<file path="config.mk">
export PLATFORM = sky130hd
export DESIGN_NAME = sbmq_ctrl
export DESIGN_NICKNAME = d
export VERILOG_FILES = /design/src/rtl/sbmq_pkg.sv /design/src/rtl/sbmq_ctrl.sv
export SDC_FILE = /design/constraint.sdc
export NUM_CORES = 1
export LEC_CHECK = 0
export BUFFER_PORTS_ARGS = -buffer_cell sky130_fd_sc_hd__buf_2
export CAP_MARGIN = 15
export CORE_AREA = 2 2 39 41
export CTS_BUF_LIST = sky130_fd_sc_hd__clkbuf_8
export CTS_CLUSTER_DIAMETER = 120
export DETAILED_ROUTE_END_ITERATION = 16
export DIE_AREA = 0 0 41 43
export PLACE_DENSITY = 0.36
export SLEW_MARGIN = 30
export SYNTH_ARGS = -nofsm -noshare
export SYNTH_HDL_FRONTEND = slang
export SYNTH_SLANG_ARGS = --single-unit
</file>
<file path="constraint.sdc">
create_clock -name clk_i -period 1.27 [get_ports clk_i]
set_clock_uncertainty 0.1 [all_clocks]
set_input_delay 0.3175 -clock clk_i [delete_from_list [all_inputs] [get_ports clk_i]]
set_output_delay 0.3175 -clock clk_i [all_outputs]
set_load 0.005 [all_outputs]
</file>
<file path="src/rtl/sbmq_pkg.sv">
package sbmq_pkg;

  typedef enum logic {
    FUNC_ENQ = 1'b0,
    FUNC_DEQ = 1'b1
  } func_e;

  typedef enum logic [1:0] {
    ST_OK    = 2'd0,
    ST_FULL  = 2'd1,
    ST_EMPTY = 2'd2
  } status_e;

  typedef struct packed {
    func_e              func;
    logic [2:0]         queue_id;
    logic signed [31:0] data_in;
  } in_t;

  typedef struct packed {
    logic signed [31:0] data_out;
    status_e            status;
  } out_t;

  typedef enum logic [2:0] {
    S_IDLE,
    S_ENQ_TAKE,
    S_ENQ_LINK,
    S_DEQ_READ,
    S_DEQ_FREE,
    S_FAIL
  } state_e;

  typedef struct packed {
    logic load;
    logic enq_take;
    logic enq_commit;
    logic deq_commit;
    logic fail_commit;
  } cmd_t;

  typedef struct packed {
    logic acc_deq;
    logic acc_fail;
    logic out_free;
  } sts_t;

endpackage

</file>
<file path="src/rtl/sbmq_ctrl.sv">
module sbmq_ctrl (
  input  logic           clk_i,
  input  logic           rst_ni,
  input  logic           in_valid_i,
  input  sbmq_pkg::sts_t sts_i,
  output logic           in_ready_o,
  output sbmq_pkg::cmd_t cmd_o
);

  import sbmq_pkg::*;

  state_e state_q, state_d;

  always_ff @(posedge clk_i or negedge rst_ni) begin
    if (!rst_ni) begin
      state_q <= S_IDLE;
    end else begin
      state_q <= state_d;
    end
  end

  always_comb begin
    state_d = state_q;
    unique case (state_q)
      S_IDLE: begin
        if (in_valid_i) begin
          if (sts_i.acc_fail) begin
            state_d = S_FAIL;
          end else if (sts_i.acc_deq) begin
            state_d = S_DEQ_READ;
          end else begin
            state_d = S_ENQ_TAKE;
          end
        end
      end
      S_ENQ_TAKE: state_d = S_ENQ_LINK;
      S_DEQ_READ: state_d = S_DEQ_FREE;
      S_ENQ_LINK, S_DEQ_FREE, S_FAIL: begin
        if (sts_i.out_free) begin
          state_d = S_IDLE;
        end
      end
      default: state_d = S_IDLE;
    endcase
  end

  always_comb begin
    in_ready_o        = (state_q == S_IDLE);
    cmd_o             = '0;
    cmd_o.load        = (state_q == S_IDLE) && in_valid_i;
    cmd_o.enq_take    = (state_q == S_ENQ_TAKE);
    cmd_o.enq_commit  = (state_q == S_ENQ_LINK) && sts_i.out_free;
    cmd_o.deq_commit  = (state_q == S_DEQ_FREE) && sts_i.out_free;
    cmd_o.fail_commit = (state_q == S_FAIL) && sts_i.out_free;
  end

endmodule

</file>
==> metrics.md <==
| Metric | Value |
|---|---|
| Synth Warn # | 0 |
| Buffers on Ports | 11 |
| Final TNS setup | -1.23 ns |
| Worst Min Path Start | sts_i[1] |
| Vias | between 200 and 300 |
| Post-route design area | between 400 and 500 um^2 |
| Drt total wl | slightly below 700 um |
| Root Driver | clkbuf_8 |
| Drt first pass iters | 2 |
| GRT busiest layer | met2 |
| Die area | 1760 um^2 |
| Register area share after synthesis | between 30% and 40% |
| Initial Utilization | between 15 and 20% |
| GR Util met3 | under 10% |
| Mapped Cells | 26 |
| Core Area | 1380 um^2 |
| Slew headroom | just under 90% |
| Synth top area cells | dfrtp_1 (35%), a21oi_1 (7.0%), nor3_1 (7.0%), nand3b_1 (7.0%), o21a_1 (7.0%) |
| 1st-iter DRT viols | 3 |
| Via density | about 4.4 |
| # Max-Cap Violations | 0 |
| GP Congestion | between 0.7 and 0.8 |
| Top Registers | state_q: 3 flops |
| Fin crit share | 118% |
| Cell taking the most area after synthesis | dfrtp_1 |
| Clock sink count | 3 |
| CTS tree | built |
| First-pass GRT wire length | 1.11 mm |
| Min-delay worst type | input pin to flop |
| Hold path depth | 3 |
| Worst hold slack | just under 0.3 ns |
| Setup Crit Path Kind | flop to output pin |
| Seq pwr share | 20.1% |
| Power share of the combinational group | a little under three fifths |
| I/O Pins | 12 |
| Avg Inst Size Synth | 8.28 um^2 |
| TritonCTS buffer count | 3 |
| Final Hold Vio Count | 0 |
| Maximum vdd drop | between 0.6 and 0.7 mV |
| Min cycle time layout | between 1 and 1.5 ns |
| Critical path fanouts, max | 2 |
| Reg2Reg Depth | 4 |
| Net Sw Frac | around 34% |
| Pin count of the biggest net entering global routing | 8 |
| Top cell type's share of synthesized area | a little over a third |
| Remaining antenna violation count | 0 |
| Post-layout util | 33.1% |
| # diodes | 0 |
| Clk Latency, worst-skew pair | between 0.2 and 0.25 ns |
| Internal | 737 uW |
| Max reg flops | 3 |
| WHS Endpoint | state_q[2]$_DFFE_PN0P_ |
| FMAX | 668 MHz |
| Die H | about 43 um |
| Place WS | -0.0580 ns |
| Largest Register | state_q |
| Failing checks | setup timing |
| Reg2reg setup slack | -0.09 ns |
| Worst slew pin tran | between 0.15 and 0.2 ns |
| Slew Viols, Final | 0 |
| Gr usage total | between 10% and 20% |
| Area Overhead vs Synth | 113% |
| Drt wl/cell | ~11 um |
| Worst EP arrival | 1.08 ns |
| Row cnt | 14 |
| Cell variety after synth | 14 |
| Number of global-route vias before repair | 279 |
| Hpwl dp | approximately 460 um |
| FF+latch count, synth | 3 |
| Static Leak | between 0.0002 and 0.00025 uW |
| RSZ-0062 raised after global routing | yes |
| Net count, final | 56 |
| Final setup viols | 7 |
| Sw power | ~380 uW |
| DIE WIDTH | about 41 um |
| Mapped Nets | 32 |
| CP required | 0.85 ns |
| Post-Place Cell Area | ~310 um^2 |
| Critical Path End Type | output pin |
| H-tree Lvls | 1 |
| Synthesized area | approximately 220 um^2 |
| Worst setup SP type | flop |
| Grt met1 use | 9.09% |
| R2R Path End | state_q[0]$_DFFE_PN0P_ |
| Clock Pin Slew Worst Setup and Hold Paths | 0.03 ns |
| # DRC | 0 |
| Initial antenna violation count | 0 |
| Layout cells sized above 1 | 71.4% |
| Met2 Usage GRT | between 15 and 20% |
| Pwr Density | 2440 nW/um^2 |
| Fin worst setup slack | -0.227 ns |
| Clk pwr share | 23.7% |
| Clk buf depth | 2 |
| Overflow after GRT | 0 |
| Reg2reg start | state_q[2]$_DFFE_PN0P_ |
| Status | finished, violations left |
power groups by stage:
stage | clock [uW] | sequential, uW | combinational [uW]
3_5_place_dp | 0 | 209 | 380
2_1_floorplan | 0 | 149 | 281
3_3_place_gp | 0 | 209 | 384
4_1_cts | 273 | 217 | 510
6_report | 265 | 225 | 627
5_1_grt | 281 | 233 | 687
layout by cell type, fill, tap and decap left out, types with 2 or more instances in the layout:
cell / Yosys / layout
nand3b_1: 2 / 2
nor2_1: 3 / 2
o21a_1: 2 / 2
buf_6: 1 / 4
dfrtp_2: 0 / 2
clkbuf_8: 0 / 3
a21oi_2: 0 / 2
buf_4: 0 / 6
nor3_2: 0 / 2
buf_2: 2 / 11
per-stage QoR:
stage | std cells | total power, uW
after floorplan | 26 | 430
after global placement | 55 | 593
after detailed placement | 55 | 589
after CTS | 63 | 999
after global routing | 65 | 1200
final | 65 | 1120
synth_stat cells:
cell type	number
a21oi_1	3
dfrtp_1	3
nor2_1	3
nor3_1	3
buf_2	2
nand2_1	2
nand3b_1	2
o21a_1	2
a211oi_1	1
and2_1	1
buf_6	1
nand2b_1	1
nand4bb_1	1
or3b_1	1
area by class of cell:
class                      count  area [um^2]
clock buffer                   3         41.3
clock inverter                 1         3.75
fill                         162          926
multi-input combinational     20          160
sequential                     3         77.6
tap                           16         20.0
timing repair buffer          22          155
critical path, stage by stage, from the launching register on:
cell     delay [ns]
dfrtp_1        0.41
nor3_4         0.21
and2_1         0.14
buf_2          0.10
per-layer routing:
metal / vias up / wire length (um)
met5: - / 0
met4: 0 / 19
met3: 2 / 37
met2: 10 / 396
met1: 138 / 229
li1: 138 / -
kinds of logic after synthesis:
logic type / Yosys count / share of synthesized area [%]
simple gates: 14 / 37.8
compound gates: 6 / 17.4
flops: 3 / 34.9
buf+inv: 3 / 9.88
repair_timing:
action | 4_1_cts | 5_1_grt
buffers inserted | 3 | 3
hold buffers | 1 | 0
setup endpoints to repair | 6 | 8
pin swaps | 5 | 2
gates resized for setup | 6 | 10
endpoints found under the hold margin | 3 | 0
worst max-delay path by stage:
stage                to              startpoint  cells past startpoint
2_1_floorplan  cmd_o[4]  state_q[2]$_DFFE_PN0P_                      3
3_3_place_gp   cmd_o[4]  state_q[0]$_DFFE_PN0P_                      3
3_5_place_dp   cmd_o[4]  state_q[0]$_DFFE_PN0P_                      3
4_1_cts        cmd_o[4]  state_q[2]$_DFFE_PN0P_                      3
5_1_grt        cmd_o[4]  state_q[2]$_DFFE_PN0P_                      3
6_report       cmd_o[4]  state_q[2]$_DFFE_PN0P_                      3
No activity file was read; power rests on OpenSTA's default activity.
